**config.mk**
```make
export PLATFORM = sky130hd
export DESIGN_NAME = mbe_ctrl
export DESIGN_NICKNAME = d
export VERILOG_FILES = /design/src/mbe_pkg.sv /design/src/mbe_ctrl.sv
export SDC_FILE = /design/constraint.sdc
export NUM_CORES = 1
export LEC_CHECK = 0
export ABC_AREA = 1
export BUFFER_PORTS_ARGS = -buffer_cell sky130_fd_sc_hd__buf_4
export CAP_MARGIN = 20
export CORE_AREA = 2 2 39 41
export DETAILED_ROUTE_END_ITERATION = 16
export DIE_AREA = 0 0 41 43
export PLACE_DENSITY = 0.45
export SYNTH_ARGS = -nofsm -noshare
export SYNTH_HDL_FRONTEND = slang
export SYNTH_SLANG_ARGS = --single-unit
```
**constraint.sdc**
```tcl
create_clock -name clk_i -period 1.5 [get_ports clk_i]
set_input_delay 0.3 -clock clk_i [delete_from_list [all_inputs] [get_ports clk_i]]
set_output_delay 0.3 -clock clk_i [all_outputs]
set_load 0.05 [all_outputs]
```
**src/mbe_pkg.sv**
```systemverilog
// shared types, constants and helpers of the mandelbrot escape-time core
package mbe_pkg;

  localparam int unsigned WORD_W      = 32;
  localparam int unsigned STEP_W      = 31;
  localparam int unsigned COUNT_W     = 16;
  localparam int unsigned PIXEL_W     = 12;
  localparam int unsigned CFG_INDEX_W = 3;
  localparam int unsigned WIDE_W      = 66;

  localparam int unsigned DEFAULT_INDEX_BITS    = 12;
  localparam int unsigned DEFAULT_FRACTION_BITS = 28;

  // reset values: left -2.5, bottom -1.0 in q4.28
  localparam logic signed [WORD_W-1:0] RESET_LEFT_EDGE   = -32'sd671088640;
  localparam logic signed [WORD_W-1:0] RESET_BOTTOM_EDGE = -32'sd268435456;
  localparam logic [STEP_W-1:0]        RESET_COLUMN_STEP = 31'd918401;
  localparam logic [STEP_W-1:0]        RESET_ROW_STEP    = 31'd524801;
  localparam logic [COUNT_W-1:0]       RESET_ITER_LIMIT  = 16'd100;

  typedef enum logic [CFG_INDEX_W-1:0] {
    REG_LEFT_EDGE       = 3'd0,
    REG_BOTTOM_EDGE     = 3'd1,
    REG_COLUMN_STEP     = 3'd2,
    REG_ROW_STEP        = 3'd3,
    REG_ITERATION_LIMIT = 3'd4
  } cfg_index_e;

  typedef struct packed {
    logic signed [WORD_W-1:0] left_edge;
    logic signed [WORD_W-1:0] bottom_edge;
    logic [STEP_W-1:0]        column_step;
    logic [STEP_W-1:0]        row_step;
    logic [COUNT_W-1:0]       iteration_limit;
  } cfg_t;

  typedef struct packed {
    logic load;   // capture pixel indexes
    logic map;    // register index * step products
    logic coord;  // form c, clear z and count
    logic mul;    // register squares and cross product
    logic step;   // update z, bump count
    logic emit;   // move count into the output register
  } cmd_t;

  typedef struct packed {
    logic at_limit;
    logic escaped;
  } status_t;

  // clamp a wide signed value to the 32-bit word range
  function automatic logic signed [WORD_W-1:0] sat_word(input logic signed [WIDE_W-1:0] v);
    logic signed [WORD_W-1:0] r;
    if ((&v[WIDE_W-1:WORD_W-1]) || !(|v[WIDE_W-1:WORD_W-1])) begin
      r = v[WORD_W-1:0];
    end else if (v[WIDE_W-1]) begin
      r = {1'b1, {(WORD_W-1){1'b0}}};
    end else begin
      r = {1'b0, {(WORD_W-1){1'b1}}};
    end
    return r;
  endfunction

endpackage

```
**src/mbe_ctrl.sv**
```systemverilog
// sequencing state machine of the mandelbrot escape-time core
module mbe_ctrl (
  input  logic              clk_i,
  input  logic              rst_ni,
  input  logic              in_valid_i,
  output logic              in_stall_o,
  output logic              out_valid_o,
  input  logic              out_stall_i,
  input  mbe_pkg::status_t  status_i,
  output mbe_pkg::cmd_t     cmd_o
);

  typedef enum logic [2:0] {
    S_IDLE,
    S_MAP,
    S_COORD,
    S_MUL,
    S_ADD,
    S_FINISH
  } state_e;

  state_e state_q, state_d;
  logic   out_valid_q, out_valid_d;
  logic   out_free;

  assign out_free = !out_valid_q || !out_stall_i;

  always_comb begin
    state_d = state_q;
    cmd_o   = '0;
    unique case (state_q)
      S_IDLE: begin
        if (in_valid_i) begin
          cmd_o.load = 1'b1;
          state_d    = S_MAP;
        end
      end
      S_MAP: begin
        cmd_o.map = 1'b1;
        state_d   = S_COORD;
      end
      S_COORD: begin
        cmd_o.coord = 1'b1;
        state_d     = S_MUL;
      end
      S_MUL: begin
        if (status_i.at_limit) begin
          state_d = S_FINISH;
        end else begin
          cmd_o.mul = 1'b1;
          state_d   = S_ADD;
        end
      end
      S_ADD: begin
        if (status_i.escaped) begin
          state_d = S_FINISH;
        end else begin
          cmd_o.step = 1'b1;
          state_d    = S_MUL;
        end
      end
      S_FINISH: begin
        if (out_free) begin
          cmd_o.emit = 1'b1;
          state_d    = S_IDLE;
        end
      end
      default: state_d = S_IDLE;
    endcase
  end

  always_comb begin
    if (cmd_o.emit) begin
      out_valid_d = 1'b1;
    end else if (!out_stall_i) begin
      out_valid_d = 1'b0;
    end else begin
      out_valid_d = out_valid_q;
    end
  end

  always_ff @(posedge clk_i or negedge rst_ni) begin
    if (!rst_ni) begin
      state_q     <= S_IDLE;
      out_valid_q <= 1'b0;
    end else begin
      state_q     <= state_d;
      out_valid_q <= out_valid_d;
    end
  end

  assign in_stall_o  = (state_q != S_IDLE);
  assign out_valid_o = out_valid_q;

endmodule

```
Word-level counts from Yosys, hierarchy flattened
Index checks and enable logic that the tools add are counted.

word-level totals
  output and inout port bits = 8
  word-level logic and storage cells = 33
  register bits = 4

cells by class
  reduce and logical (&&, ||, !) cells = 6
  eq/ne operators = 8
  muxes and demuxes = 17

operators by type and width
  kind                                           count
  one-hot mux 3 bit (6 select lines)             1
  two-way mux 1 bit                              13
  two-way mux 3 bit                              3
  == test 3 x 2 -> 1 bit, second input constant  2
  == test 3 bit, second input constant           2
  != test 2 bit, second input constant           2
  == test 3 x 1 -> 1 bit, second input constant  1
  zero test 3 bit                                1
  nonzero test 3 bit                             1
  zero test 1 bit                                2
  != test 2 x 1 -> 1 bit, second input constant  1
  AND reduction 2 bit                            1
  logical OR 1 bit                               1

Longest topological paths before layout
  depth after elaboration = 5
  mapped depth = 5
  depth with buffers taken out = 5

Worst setup path before layout
OpenSTA, ideal clock, no wires.

  kind = reg2out
  start point = register state_q[1]
  end point = output cmd_o[5] (netlist name)
  cell stages (with the launch flop) = 4
  arrival = 1727 ps
  setup slack = -527 ps
  path buffers = 0
  cells stage by stage = dfrtp_1 > nor2_1 > nand2_1 > nor2_1

RTL lines
  what                    RTL line        RTL
  start, declared         mbe_ctrl.sv:22  state_e state_q, state_d;
  start signal, assigned  mbe_ctrl.sv:87  state_q <= state_d;
  end, declared           mbe_ctrl.sv:10  output mbe_pkg::cmd_t cmd_o

==> out/metrics.cfg <==
[outcome]
status = finished clean

[placement]
portBuffers = 13
post-dp-hpwl_um = 509
gp_congestion = 0.744
pre_cts_ws_ns = 0.105

[power]
p_per_area_mw_per_mm2 = 2570
p_clk_share_pct = 11.4
switching_power_mw = 0.662
peakVddDrop_v = 0.00150
comb_power_share_pct = 69.2
cell_internal_pwr_mw = 0.544
finalPower_mw = 1.21
cellLeakagePower_nw = 0.257
switching_share_pct = 54.9
p_seq_share_pct = 19.4

[clock_network]
clkLatencyLatePin_ns = 0.24
clockRootBuffer = clkbuf_4
cts_made_buffers = 3
cts_sinks = 4
cts_tree = yes
cts_buffer_depth = 2
h-tree-depth = 1
clk_pin_slew_ns = 0.04

[die]
die_w_um = 41
initial_utilization_pct = 18.3
num_rows = 14
die_h_um = 43
ios = 14
dieArea_mm2 = 0.00176
core_mm2 = 0.00138

[synth]
ys_types = 11
seq_area_frac_synth_pct = 39.6
synth_top_flop_cell = dfrtp_1
synth_area_leaders = dfrtp_1, nand3_1, inv_1
synth_edf_count = 0
yosysTopAreaCellShare_pct = 39.6
yosys.area.top_type = dfrtp_1
syn_area_um2 = 253
yosys_warnings = 0
synth_seq_cells = 4
synth_common_cells = inv_1, nand2_1, nand3_1, dfrtp_1, nor2_1
postSynthAreaPerCell_um2 = 7.02
postSynthCellCount = 36
ys_async_sr_fraction_pct = 100
synth_nets = 42

[critical_path]
criticalPathCategory = reg -> out
timing.rr.end = state_q[0]
start_kind = register
worst-path-max-fanout = 4
r2r_setup_slack_ns = 0.50
cp.arrival_ns = 1.18
worstSetupEndpointType = output port
worst-r2r-cell-count = 4
worst_ep_required_time_ns = 1.20
r2r-start = state_q[0]

[worst_hold_path]
hold-path-cell-count = 3
hold_end = out_valid_o
min_path_type = in -> reg
hp-start = out_stall_i

[sta]
skew_ns = 0.00747
max_slew.worst_pin.slew_ns = 0.148
finalWorstSetupSlack_ns = 0.0225
slew_viol_final = 0
timing.slew.headroom_pct = 90.0
rsz0062_at_grt = true
setup_viol = 0
fmax_mhz = 677
min_period_over_period_pct = 98.5
period_needed_ns = 1.48
hold_violations = 0

[layout]
area_growth_pct = 85.6
drive_above_1_share_pct = 60.0
antenna_cells = 0
nNetsFinal = 63
area.sequential_um2 = 103
multi_input_area_um2 = 145
fillers = 161

[drt]
vias = 305
drt_pass1_iterations = 4
wl_per_cell_um = 9.92
drt_iter0_drc = 4
antenna_left = 0
via_per_inst = 4.30
drt-total-wl_um = 704
drc = 0

[global_routing]
grt_busiest_layer = met2
grt.met1_usage_pct = 10.7
grt_pass1_vias = 260
antenna_found_initial = 0
grt_usage_pct = 10.2
met2_usage_pct = 12.8
grt_start_max_net_pins = 7
grtUsageMet3_pct = 7.85
overflow = 0
grt_first_pass_wirelength_um = 1060

[flow_run]
max-cap-violations = 0

## power groups by stage
| stage | combinational (mW) | clock [mW] | sequential, mW |
|---|---|---|---|
| 2_1_floorplan | 0.494 | 0 | 0.255 |
| 5_1_grt | 0.894 | 0.155 | 0.242 |
| 4_1_cts | 0.804 | 0.144 | 0.230 |
| 3_3_place_gp | 0.736 | 0 | 0.217 |
| 6_report | 0.835 | 0.137 | 0.234 |
| 3_5_place_dp | 0.727 | 0 | 0.219 |
## logic make-up after synthesis
| kind of cell | after synthesis | synth area share, % |
|---|---|---|
| AO/OA/AOI/OAI | 1 | 1.98 |
| buffers and inverters | 9 | 14.9 |
| flip-flops | 4 | 39.6 |
| AND/OR/NAND/NOR | 22 | 43.6 |
## critical path: stages, from the launching register on
cell and delay (ns):
dfrtp_2 0.41, inv_2 0.07, nor2_4 0.14, nand2_2 0.07, nor2_2 0.10, buf_6 0.16
## registers in the layout, summed over array words and instances, names as in the netlist
register	flops
out_valid_o	1
state_q	3
## metal layers
metal | share of wire (%) | routed length [um]
met1 | 42 | 294
met2 | 46 | 327
met3 | 10 | 71
met4 | 1.4 | 10
met5 | 0 | 0
## worst max path at each step
stage / from / endpoint / cells past startpoint
after global placement: state_q[1] / cmd_o[5] / 4
after floorplan: state_q[1] / cmd_o[5] / 3
after CTS: state_q[1] / cmd_o[0] / 4
final: state_q[0] / cmd_o[0] / 5
after global routing: state_q[0] / cmd_o[0] / 5
after detailed placement: state_q[1] / cmd_o[5] / 4
## stage by stage
step	TNS (ns)	utilization, %	instances	instance area (um2)	hold WS [ns]
floorplan	-0.0403	-	36	265	0.00441
global placement	0	27.7	65	383	0.104
detailed placement	0	27.7	65	383	0.101
CTS	0	32.5	71	450	0.288
global route	-0.167	33.9	71	469	0.303
finish	0	33.9	71	469	0.294
## cell type report
| class | instances | area share [%] |
|---|---|---|
| clock buffer | 3 | 4.80 |
| sequential | 4 | 21.9 |
| tap | 16 | 4.27 |
| multi-input combinational | 23 | 30.9 |
| timing repair buffer | 17 | 31.7 |
| inverter | 8 | 6.40 |
## what timing repair did
item,in CTS,in global routing
hold buffers,1,0
gates resized for setup,8,6
setup buffers,2,0
cloned,0,0
pin swaps,0,2
hold endpoints to repair,4,0
setup endpoints to repair,5,5
## cells in the final DEF, fill, tap and decap left out
| cell | synthesis | layout |
|---|---|---|
| inv_1 | 7 | 5 |
| buf_6 | 0 | 5 |
| dfrtp_1 | 4 | 2 |
| o21ai_0 | 1 | 1 |
| nor2_2 | 0 | 2 |
| nand4_1 | 2 | 2 |
| nand2_2 | 0 | 2 |
| nand3_2 | 1 | 2 |
| nor2_4 | 1 | 3 |
| nand3_1 | 7 | 6 |
| nand2_1 | 7 | 5 |
| dfrtp_2 | 0 | 2 |
| dlygate4sd3_1 | 0 | 1 |
| clkbuf_4 | 0 | 3 |
| inv_2 | 1 | 3 |
| buf_4 | 1 | 11 |
No activity file was read; power rests on OpenSTA's default activity.
