===== src/mbe_pkg.sv =====
// shared types, constants and helpers of the mandelbrot escape-time core
package mbe_pkg;

  localparam int unsigned WORD_W      = 32;
  localparam int unsigned STEP_W      = 31;
  localparam int unsigned COUNT_W     = 16;
  localparam int unsigned PIXEL_W     = 12;
  localparam int unsigned CFG_INDEX_W = 3;
  localparam int unsigned WIDE_W      = 66;

  localparam int unsigned DEFAULT_INDEX_BITS    = 12;
  localparam int unsigned DEFAULT_FRACTION_BITS = 28;

  // reset values: left -2.5, bottom -1.0 in q4.28
  localparam logic signed [WORD_W-1:0] RESET_LEFT_EDGE   = -32'sd671088640;
  localparam logic signed [WORD_W-1:0] RESET_BOTTOM_EDGE = -32'sd268435456;
  localparam logic [STEP_W-1:0]        RESET_COLUMN_STEP = 31'd918401;
  localparam logic [STEP_W-1:0]        RESET_ROW_STEP    = 31'd524801;
  localparam logic [COUNT_W-1:0]       RESET_ITER_LIMIT  = 16'd100;

  typedef enum logic [CFG_INDEX_W-1:0] {
    REG_LEFT_EDGE       = 3'd0,
    REG_BOTTOM_EDGE     = 3'd1,
    REG_COLUMN_STEP     = 3'd2,
    REG_ROW_STEP        = 3'd3,
    REG_ITERATION_LIMIT = 3'd4
  } cfg_index_e;

  typedef struct packed {
    logic signed [WORD_W-1:0] left_edge;
    logic signed [WORD_W-1:0] bottom_edge;
    logic [STEP_W-1:0]        column_step;
    logic [STEP_W-1:0]        row_step;
    logic [COUNT_W-1:0]       iteration_limit;
  } cfg_t;

  typedef struct packed {
    logic load;   // capture pixel indexes
    logic map;    // register index * step products
    logic coord;  // form c, clear z and count
    logic mul;    // register squares and cross product
    logic step;   // update z, bump count
    logic emit;   // move count into the output register
  } cmd_t;

  typedef struct packed {
    logic at_limit;
    logic escaped;
  } status_t;

  // clamp a wide signed value to the 32-bit word range
  function automatic logic signed [WORD_W-1:0] sat_word(input logic signed [WIDE_W-1:0] v);
    logic signed [WORD_W-1:0] r;
    if ((&v[WIDE_W-1:WORD_W-1]) || !(|v[WIDE_W-1:WORD_W-1])) begin
      r = v[WORD_W-1:0];
    end else if (v[WIDE_W-1]) begin
      r = {1'b1, {(WORD_W-1){1'b0}}};
    end else begin
      r = {1'b0, {(WORD_W-1){1'b1}}};
    end
    return r;
  endfunction

endpackage


===== src/mbe_cfg_regs.sv =====
// configuration register file of the mandelbrot escape-time core
module mbe_cfg_regs (
  input  logic                              clk_i,
  input  logic                              rst_ni,
  input  logic                              cfg_valid_i,
  input  logic [mbe_pkg::CFG_INDEX_W-1:0]   cfg_index_i,
  input  logic [mbe_pkg::WORD_W-1:0]        cfg_data_i,
  output mbe_pkg::cfg_t                     cfg_o
);

  mbe_pkg::cfg_t cfg_q, cfg_d;

  always_comb begin
    cfg_d = cfg_q;
    if (cfg_valid_i) begin
      unique case (mbe_pkg::cfg_index_e'(cfg_index_i))
        mbe_pkg::REG_LEFT_EDGE:       cfg_d.left_edge       = cfg_data_i;
        mbe_pkg::REG_BOTTOM_EDGE:     cfg_d.bottom_edge     = cfg_data_i;
        mbe_pkg::REG_COLUMN_STEP:     cfg_d.column_step     = cfg_data_i[mbe_pkg::STEP_W-1:0];
        mbe_pkg::REG_ROW_STEP:        cfg_d.row_step        = cfg_data_i[mbe_pkg::STEP_W-1:0];
        mbe_pkg::REG_ITERATION_LIMIT: cfg_d.iteration_limit = cfg_data_i[mbe_pkg::COUNT_W-1:0];
        default:                      cfg_d = cfg_q;  // unmapped index, ignored
      endcase
    end
  end

  always_ff @(posedge clk_i or negedge rst_ni) begin
    if (!rst_ni) begin
      cfg_q.left_edge       <= mbe_pkg::RESET_LEFT_EDGE;
      cfg_q.bottom_edge     <= mbe_pkg::RESET_BOTTOM_EDGE;
      cfg_q.column_step     <= mbe_pkg::RESET_COLUMN_STEP;
      cfg_q.row_step        <= mbe_pkg::RESET_ROW_STEP;
      cfg_q.iteration_limit <= mbe_pkg::RESET_ITER_LIMIT;
    end else begin
      cfg_q <= cfg_d;
    end
  end

  assign cfg_o = cfg_q;

endmodule


===== config.mk =====
export PLATFORM = sky130hd
export DESIGN_NAME = mbe_cfg_regs
export DESIGN_NICKNAME = d
export VERILOG_FILES = /design/src/mbe_pkg.sv /design/src/mbe_cfg_regs.sv
export SDC_FILE = /design/constraint.sdc
export NUM_CORES = 1
export LEC_CHECK = 0
export CAP_MARGIN = 0
export CORE_MARGIN = 2
export CORE_UTILIZATION = 54
export CTS_CLUSTER_SIZE = 30
export DETAILED_ROUTE_END_ITERATION = 12
export DONT_BUFFER_PORTS = 1
export PLACE_DENSITY = 0.69
export SETUP_SLACK_MARGIN = 0.02
export SYNTH_ARGS = -nofsm -noshare
export SYNTH_HDL_FRONTEND = slang
export SYNTH_SLANG_ARGS = --single-unit

===== constraint.sdc =====
create_clock -name clk_i -period 1 [get_ports clk_i]
set_input_delay 0.1 -clock clk_i [delete_from_list [all_inputs] [get_ports clk_i]]
set_output_delay 0.1 -clock clk_i [all_outputs]
set_load 0.005 [all_outputs]

Word level (Yosys, flattened, before mapping)
Cells that the tools add are included.
{"block": "word_totals", "elab_cells": 15, "output_inout_bits": 142, "ff_bits": 142, "in_bits": 38}
{"block": "classes", "n_eq_ne": 4, "n_reduce_logical": 6}
{"cell": "AND reduction 2 bit", "n": 5}
{"cell": "equality test 3 x 2 -> 1 bit, second input constant", "n": 2}
{"cell": "equality test 3 x 1 -> 1 bit, second input constant", "n": 1}
{"cell": "equality test 3 bit, second input constant", "n": 1}
{"cell": "zero test 3 bit", "n": 1}

Logic depth before layout (Yosys ltp)
Gate-level depths: netlist of run 1.
{"block": "depth", "word_depth": 2, "mapped_depth": 4, "ltp_nobuf": 2}

Worst setup path after synthesis of run 1
OpenSTA, ideal clock, no wires.
{"block": "synth_path", "path_type": "input -> register", "from": "input port cfg_index_i[0] in the netlist's numbering", "to": "register cfg_q (netlist bit cfg_o[110])", "required_ns": 0.875, "setup_ns": 0.125, "arrival_time_ns": 1.023, "path_buffers": 1, "slack_ns": -0.148, "stages": 3, "cell_sequence": "nor4b_4 buf_6 mux2_2"}
{"block": "synth_between", "elab_chain_len": 2}
{"element": "start, declared", "line_no": "mbe_cfg_regs.sv:6", "text": "input logic [mbe_pkg::CFG_INDEX_W-1:0] cfg_index_i,"}
{"element": "zero test 3 bit", "line_no": "mbe_cfg_regs.sv:16", "text": "unique case (mbe_pkg::cfg_index_e'(cfg_index_i))"}
{"element": "AND reduction 2 bit (no source line)"}
{"element": "end signal, assigned", "line_no": "mbe_cfg_regs.sv:35", "text": "cfg_q <= cfg_d;"}
{"element": "end, declared", "line_no": "mbe_cfg_regs.sv:11", "text": "mbe_pkg::cfg_t cfg_q, cfg_d;"}
Every way passes these cells.
A chain may end at the register's enable or synchronous reset.

Final worst setup path of run 1
{"block": "layout_path", "from": "register cfg_q (netlist bit cfg_o[64])", "to": "output port cfg_o[64] in the netlist's numbering"}
{"element": "end, declared", "line_no": "mbe_cfg_regs.sv:8", "text": "output mbe_pkg::cfg_t cfg_o"}
No word-level cell between the ends.

==> flow_metrics.tcl, run 1 <==
set metrics [dict create \
    status "finished with violations" \
    violations "hold timing, setup timing" \
    finalMaxSlewViolations 0 \
    timing_hold_violations_final 145 \
    antenna_left 0 \
    syn_area_per_cell_um2 17.7 \
    syn_area_mm2 0.00537 \
    clk_path_buf_depth 2 \
    period_minus_slack_ns 1.17 \
    path_max_fanout 2 \
    globalplace.congestion 0.706 \
    syn2layout_area_growth_pct 26.6 \
    path_clk_slew_ns 0.06 \
    htree_levels 4 \
    dieArea_mm2 0.0108 \
    worstSetupEndpointType "output pin" \
    dr.first_iter.drc_count 88 \
    p_total_mw 16.8 \
    critPathRequiredTime_ns 0.90 \
    fp.dieH_um 104 \
    wl_per_cell_um 22.4 \
    max_freq_mhz 856 \
    root_buffer "clkbuf_8" \
    fp-row-count 36 \
    clk_latency_ns 0.51 \
    rsz0062_at_grt "true" \
    holdWs_ns -0.718 \
    dpl_cell_area_mm2 0.00584 \
    tightest_slew_ns 0.300 \
    leakagePower_nw 2.98 \
    antenna_found_initial 0 \
    setup_ws_ns -0.168 \
    largest_reg_flops 142 \
    grt_overflow_total 0 \
    syn_nets 342 \
    ir_drop_uv 1100 \
    cts_buffers 17 \
    cts_tree "done" \
    hpwlAfterDp_um 7010 \
    max_cap_violations 0 \
    ys_warn_count 0 \
    cts_sinks 142 \
    dpl.cell_count 430 \
    stdcell_count 494 \
    drc 0 \
    synth_area_leaders "dfrtp_1 56%, mux2_2 29%, dfstp_2 10%" \
    io_buffers 0 \
    drt_pre_antenna_iters 3 \
    period_share_pct 117 \
    hold_buffers 32 \
    synthCells 304 \
    critPathLaunchType "flop" \
    synth.top_cell.area_share_pct 56.4 \
    powerDensity_mw_per_mm2 2470 \
    start_util_pct 55.2 \
    worstSetupPathType "reg -> out" \
    routed_via_density 5.50 \
    crit_arrival_ns 1.07 \
    dr_total_vias 2719 \
    die_w_um 104 \
    wl_um 11100 \
    ys_types 11 \
    grt_usage_pct 21.7 \
    post_cts_resize_count 0 \
    relSlewSlack_pct 79.9 \
    ys_seq_area_share_pct 66.7 \
    coreArea_mm2 0.00973 \
    clock_skew_ns 0 \
    synth_seq_cells 142 \
    grt_max_degree 143 \
    synth_area_leader_cell "dfrtp_1" \
    grt_pass1_vias 3037 \
    grt_first_pass_wirelength_um 17700 \
    io_pins 180 \
    antenna_cells 0 \
    utilization_pct 69.9 \
    setup_violations 134 \
    reg2reg_setup_slack_ns 0.18 \
    fin_area_mm2 0.00680 \
    nets 386 \
    drive_gt1_share_pct 56.8 \
    hp-class "in -> async" \
]
## through the flow
| step | hold slack, ns | TNS (ns) | setup WS, ns |
|---|---|---|---|
| 2_1_floorplan | -0.196 | -10.24 | -0.148 |
| 3_3_place_gp | -0.193 | -18.11 | -0.207 |
| 3_5_place_dp | -0.193 | -19.32 | -0.224 |
| 4_1_cts | -0.744 | -8.48 | -0.190 |
| 5_1_grt | -0.748 | -9.62 | -0.202 |
| 6_report | -0.718 | -4.85 | -0.168 |
## final cells by class
type / count / area [um^2]
Clock buffer: 23 / 487
Clock inverter: 9 / 155
Fill cell: 654 / 2930
Multi-Input combinational cell: 147 / 1930
Sequential cell: 142 / 3580
Tap cell: 133 / 166
Timing Repair Buffer: 40 / 480
## cell usage in the layout (no fill, tap or decap)
cell type	synthesis	final
clkinv_4	0	2
mux2_1	6	1
bufinv_16	0	4
clkbuf_1	0	1
dlygate4sd3_1	0	32
nand4b_1	1	1
mux2_2	136	79
clkbuf_16	0	16
dfstp_2	21	21
nor4b_4	1	1
clkinv_2	0	2
and4bb_4	0	1
buf_12	0	8
clkinvlp_4	0	1
clkbuf_8	0	6
mux2_4	0	62
dfrtp_1	121	121
nor4bb_4	0	2
## power breakdown
| part | total (mW) | leakage, nW | internal [mW] | switching (mW) |
|---|---|---|---|---|
| clock | 6.65 | 0.314 | 4.38 | 2.26 |
| combinational | 1.85 | 0.996 | 1.37 | 0.477 |
| sequential | 8.28 | 1.67 | 7.17 | 1.11 |
| total | 16.8 | 2.98 | 12.9 | 3.85 |
## timing repair
item | CTS | global route
gates cloned | 0 | 0
setup buffers | 0 | 0
hold endpoints to repair | 284 | 146
setup endpoints to repair | 142 | 142
## worst paths after layout
check	end	from	cells after the start
setup / recovery	cfg_o[64]	cfg_o[64]	0
hold / removal	cfg_o[8]	rst_ni	0
setup reg to reg	cfg_o[48]	cfg_o[48]	1
hold reg to reg	cfg_o[30]	cfg_o[30]	1
max in group asynchronous	cfg_o[107]	rst_ni	0
min in group clk_i	cfg_o[13]	cfg_index_i[1]	3
## cell families after synthesis
| group | share of synthesized area [%] |
|---|---|
| multiplexers | 29.8 |
| flip-flops | 66.7 |
| AND/OR/NAND/NOR | 1.21 |
| buffers and inverters | 2.35 |
## synth_stat cells
library cell / number
and4bb_1: 1
buf_2: 5
nor4bb_1: 2
buf_4: 3
dfstp_2: 21
buf_6: 7
nand4b_1: 1
dfrtp_1: 121
mux2_1: 6
nor4b_4: 1
mux2_2: 136
## routing by layer
| layer | vias up | global-route usage, % | wire, um |
|---|---|---|---|
| met1 | 1423 | 26.9 | 4430 |
| met4 | 0 | 8.11 | 126 |
| li1 | 1170 | - | - |
| met5 | - | 0 | 0 |
| met3 | 13 | 9.69 | 1000 |
| met2 | 113 | 33.7 | 5530 |
Note: power is estimated with default switching activity, not from simulation.
==> inputs of run 2 (changes only) <==
--- a/config.mk
+++ b/config.mk
@@ -6,7 +6,7 @@
 export NUM_CORES = 1
 export LEC_CHECK = 0
 export CAP_MARGIN = 0
-export CORE_MARGIN = 2
+export CORE_MARGIN = 5
 export CORE_UTILIZATION = 54
 export CTS_CLUSTER_SIZE = 30
 export DETAILED_ROUTE_END_ITERATION = 12
==> run 2 against run 1 <==
  * The run still ends with hold timing, setup timing left
  * First-iteration DRC count increased by 11%
  * Combinational power about the same
  * Cell count unchanged
  * Design area is 0.86% lower
  * Worst hold slack lost 0.0024 ns
  * Non-clock buffer count unchanged
  * Largest cell class unchanged
  * Sequential share of layout area rose by 0.46 points
  * Global-route usage decreased by 1.6 points
  * Clock power down 4.8%
  * Via count is 0.74% higher
  * Critical path depth unchanged
==> flow_metrics.tcl, run 2 (same netlist as run 1, synthesis figures left out) <==
set metrics [dict create \
    cts_buffers 17 \
    rsz0062_at_grt "true" \
    hpwlAfterDp_um 7640 \
    setup-tns-final_ns -5.09 \
    die_w_um 110 \
    wl_per_cell_um 23.6 \
    ir_drop_uv 1210 \
    drive_gt1_share_pct 56.8 \
    dpl_cell_area_mm2 0.00581 \
    antenna_cells 0 \
    dieArea_mm2 0.0120 \
    grt_pass1_vias 3032 \
    dr.first_iter.drc_count 98 \
    holdWs_ns -0.720 \
    timing_hold_violations_final 143 \
    crit_path_start "cfg_o[47]" \
    routed_via_density 5.54 \
    max_cap_violations 0 \
    cts_sinks 142 \
    crit_arrival_ns 1.07 \
    grt_overflow_total 0 \
    violations "hold timing, setup timing" \
    fp.dieH_um 110 \
    root_buffer "clkbuf_8" \
    clk_latency_ns 0.51 \
    syn2layout_area_growth_pct 25.5 \
    worstSetupEndpointType "output pin" \
    worstSetupPathType "reg -> out" \
    setup_violations 142 \
    grt_max_degree 143 \
    layout_common_cells "121 x dfrtp_1, 79 x mux2_2, 62 x mux2_4, 32 x dlygate4sd3_1, 21 x dfstp_2" \
    clk_path_buf_depth 2 \
    largest_reg_flops 142 \
    setup_ws_ns -0.173 \
    grt_usage_pct 20.0 \
    utilization_pct 69.3 \
    critPathLaunchType "flop" \
    powerDensity_mw_per_mm2 2450 \
    relSlewSlack_pct 80.5 \
    final_common_cell "dfrtp_1" \
    path_max_fanout 2 \
    start_util_pct 55.2 \
    status "finished with violations" \
    stdcell_count 494 \
    leakagePower_nw 2.95 \
    io_buffers 0 \
    reg2reg_setup_slack_ns 0.18 \
    period_minus_slack_ns 1.17 \
    critPathRequiredTime_ns 0.90 \
    hold_buffers 32 \
    filler_cell_count 649 \
    grt_first_pass_wirelength_um 17800 \
    dpl.cell_count 430 \
    r2r_start "cfg_o[115]" \
    p_total_mw 16.5 \
    clock_skew_ns 0 \
    finalMaxSlewViolations 0 \
    dr_total_vias 2739 \
    fp-row-count 36 \
    coreArea_mm2 0.00973 \
    hp-class "in -> async" \
    drc 0 \
    post_cts_resize_count 0 \
    tightest_slew_ns 0.293 \
    io_pins 180 \
    antenna_found_initial 0 \
    fin_area_mm2 0.00674 \
    globalplace.congestion 0.696 \
    htree_levels 4 \
    max_freq_mhz 853 \
    drt_pre_antenna_iters 4 \
    nets 386 \
    path_clk_slew_ns 0.06 \
    post-cts-setup-buffers 0 \
    antenna_left 0 \
    place_ws_ns -0.225 \
    cts_tree "done" \
    period_share_pct 117 \
    wl_um 11700 \
]
[run 2: timing repair]
| item | 4_1_cts | 5_1_grt |
|---|---|---|
| endpoints found under the hold margin | 284 | 146 |
| setup endpoints to repair | 142 | 142 |
| gates cloned | 0 | 0 |
[run 2: path summary, 6_finish.rpt]
| kind | to | cells after the start |
|---|---|---|
| worst max-delay path | cfg_o[47] | 0 |
| worst min-delay path | cfg_o[86] | 0 |
| worst max register to register | cfg_o[115] | 1 |
| worst min register to register | cfg_o[28] | 1 |
| max in group asynchronous | cfg_o[2] | 0 |
| min in group clk_i | cfg_o[10] | 3 |
[run 2: cell type report]
class / count / area (um^2) / share of cell area, %
Multi-Input combinational cell: 147 / 1930 / 28.6
Clock inverter: 10 / 135 / 2.00
Clock buffer: 22 / 473 / 7.02
Timing Repair Buffer: 40 / 455 / 6.76
Tap cell: 133 / 166 / 2.47
Sequential cell: 142 / 3580 / 53.1
[run 2: layer usage]
layer,wire (um),track usage (%),share of wire (%),up-vias
li1,-,-,-,1169
met1,4440,23.0,38,1448
met2,5940,32.8,51,110
met3,1160,9.69,10,12
met4,121,6.86,1.0,0
met5,0,0,0,-
[run 2: where the power goes]
part	total, mW	internal, mW	switching [mW]
registers	8.33	7.17	1.15
logic	1.84	1.37	0.474
clock network	6.33	4.05	2.28
total	16.5	12.6	3.91
==> inputs of run 3 (changes only) <==
--- a/config.mk
+++ b/config.mk
@@ -5,6 +5,7 @@
 export SDC_FILE = /design/constraint.sdc
 export NUM_CORES = 1
 export LEC_CHECK = 0
+export ABC_AREA = 1
 export CAP_MARGIN = 0
 export CORE_MARGIN = 5
 export CORE_UTILIZATION = 54
==> run 3 against run 2 <==
  * The run still ends with hold timing, setup timing left
  * Worst hold slack worse by 0.0040 ns
  * Synthesized area up 5.8%
  * Register-to-register slack gained 0.05 ns
  * Cell count is 67% higher
  * Largest power group unchanged
  * Highest routed layer unchanged
==> flow_metrics.tcl, run 3 <==
set metrics [dict create \
    synth_area_leader_cell "dfrtp_1" \
    die_w_um 113 \
    clock_skew_ns 0 \
    utilization_pct 68.0 \
    syn_nets 663 \
    io_pins 180 \
    start_util_pct 55.3 \
    hp-class "in -> async" \
    fp.dieH_um 113 \
    grt_max_degree 143 \
    max_cap_violations 0 \
    synth_seq_cells 142 \
    nets 716 \
    clk_path_buf_depth 2 \
    rsz0062_at_grt "true" \
    dr_total_vias 4514 \
    setup_violations 142 \
    syn_area_per_cell_um2 9.09 \
    violations "hold timing, setup timing" \
    post-cts-setup-buffers 0 \
    ys.flop_type "dfrtp_1" \
    drt_pre_antenna_iters 5 \
    largest_reg_flops 142 \
    timing_hold_violations_final 212 \
    setup_ws_ns -0.173 \
    synthArstFlopShare_pct 100 \
    syn2layout_area_growth_pct 23.0 \
    grt_pass1_vias 4516 \
    synth-edff-count 0 \
    synth_area_leaders "dfrtp_1 53%, nand2_1 21%, nand3_1 9.8%" \
    worstSetupPathType "reg -> out" \
    reg2reg_setup_slack_ns 0.23 \
    holdWs_ns -0.724 \
    cts_buffers 17 \
    cts_sinks 142 \
    grt_usage_pct 26.1 \
    dr.first_iter.drc_count 460 \
    tightest_slew_ns 0.314 \
    wl_um 16000 \
    io_buffers 0 \
    seqCellArea_mm2 0.00358 \
    netlist_top_cells_count "320 x nand2_1, 121 x dfrtp_1, 111 x nand3_1, 22 x buf_2, 21 x dfstp_2" \
    period_share_pct 117 \
    ys_warn_count 0 \
    fp-row-count 37 \
    drc 0 \
    antenna_left 0 \
    critPathRequiredTime_ns 0.90 \
    antenna_cells 0 \
    ys_seq_area_share_pct 63.0 \
    r2r_start "cfg_o[2]" \
    path_clk_slew_ns 0.06 \
    synth.top_cell.area_share_pct 53.3 \
    leakagePower_nw 3.67 \
    worstSetupEndpointType "output pin" \
    multi_input_area_mm2 0.00184 \
    powerDensity_mw_per_mm2 2350 \
    ys_types 16 \
    max_freq_mhz 853 \
    root_buffer "clkbuf_8" \
    synthCells 625 \
    htree_levels 4 \
    yosysMostFrequentCell "nand2_1" \
    final_common_cell "nand2_1" \
    layout_common_cells "320 x nand2_1, 121 x dfrtp_1, 111 x nand3_1, 45 x dlygate4sd3_1, 21 x dfstp_2" \
    syn_area_mm2 0.00568 \
    reg2reg_to "cfg_o[2]" \
    globalplace.congestion 0.819 \
    crit_arrival_ns 1.07 \
    critPathLaunchType "flop" \
    coreArea_mm2 0.0103 \
    antenna_found_initial 0 \
    drive_gt1_share_pct 12.7 \
    status "finished with violations" \
    reg2reg_depth 2 \
    cts_tree "done" \
    wl_per_cell_um 19.4 \
    grt_first_pass_wirelength_um 25700 \
    routed_via_density 5.46 \
    period_minus_slack_ns 1.17 \
    filler_cell_count 799 \
    finalMaxSlewViolations 0 \
    path_max_fanout 2 \
    fin_area_mm2 0.00699 \
    ir_drop_uv 1130 \
    dieArea_mm2 0.0127 \
    clk_latency_ns 0.52 \
    grt_overflow_total 0 \
    dpl_cell_area_mm2 0.00584 \
    relSlewSlack_pct 79.0 \
    hpwlAfterDp_um 10400 \
]
run 3: cell count changes after synthesis, sizes merged:
cell    previous run  this run
nand2              0       323
mux2             142         0
nand3              0       111
buf               15        37
inv                0         6
nor2               0         5
nor4bb             2         0
and4bb             1         0
clkbuf             0         1
nand4b             1         0
nor4b              1         0
run 3: power by group:
part           leakage, nW  switching, mW  internal [mW]
Clock                0.313           2.36           4.56
Sequential            1.74          0.996           6.96
Combinational         1.61          0.893          0.642
Total                 3.67           4.25           12.2
run 3: stage by stage:
stage                     setup slack, ns  power (mW)  setup TNS (ns)  hold WS [ns]  instances
after detailed placement           0.0584        9.35               0        -0.192        746
after global placement              0.133        9.24               0        -0.191        746
after global routing               -0.219        17.2          -11.46        -0.760        827
after CTS                          -0.201        16.5           -9.70        -0.751        825
after floorplan                     0.202        8.73               0        -0.196        625
final                              -0.173        16.4           -5.62        -0.724        827
run 3: worst max path at each step:
| stage | startpoint | cells past startpoint | slack, ns | endpoint |
|---|---|---|---|---|
| CTS | cfg_o[47] | 0 | -0.20 | cfg_o[47] |
| finish | cfg_o[55] | 0 | -0.17 | cfg_o[55] |
| global placement | cfg_valid_i | 6 | 0.13 | cfg_o[44] |
| floorplan | cfg_valid_i | 6 | 0.20 | cfg_o[110] |
| global route | cfg_o[47] | 0 | -0.22 | cfg_o[47] |
| detailed placement | cfg_valid_i | 6 | 0.06 | cfg_o[73] |
run 3: area by class of cell:
type                            count  area share, %
Inverter                            6          0.322
Sequential cell                   142           51.2
Tap cell                          136           2.43
Timing Repair Buffer               72           10.3
Clock inverter                     10           2.61
Clock buffer                       22           6.76
Multi-Input combinational cell    439           26.3
run 3: cells by family (layout without fill, tap and decap cells):
family,count (synthesis),count (layout),share of synthesized area (%)
flip-flops,142,142,63.0
buffers and inverters,44,110,4.64
AND/OR/NAND/NOR,439,439,32.4
run 3: metal layers:
metal  routed length [um]  GRT usage [%]  part of all wire [%]  vias to the layer above
met5                    0              0                     0                        -
met1                 6390           33.7                    40                     2176
met3                 1870           11.3                    12                       29
li1                     -              -                     -                     2080
met2                 7460           38.8                    47                      229
met4                  303           10.3                   1.9                        0
run 3: what timing repair did:
action	CTS	global route
endpoints found under the setup margin	142	146
endpoints found under the hold margin	284	205
hold buffers	47	2
gates cloned	0	0
gates resized for setup	0	4
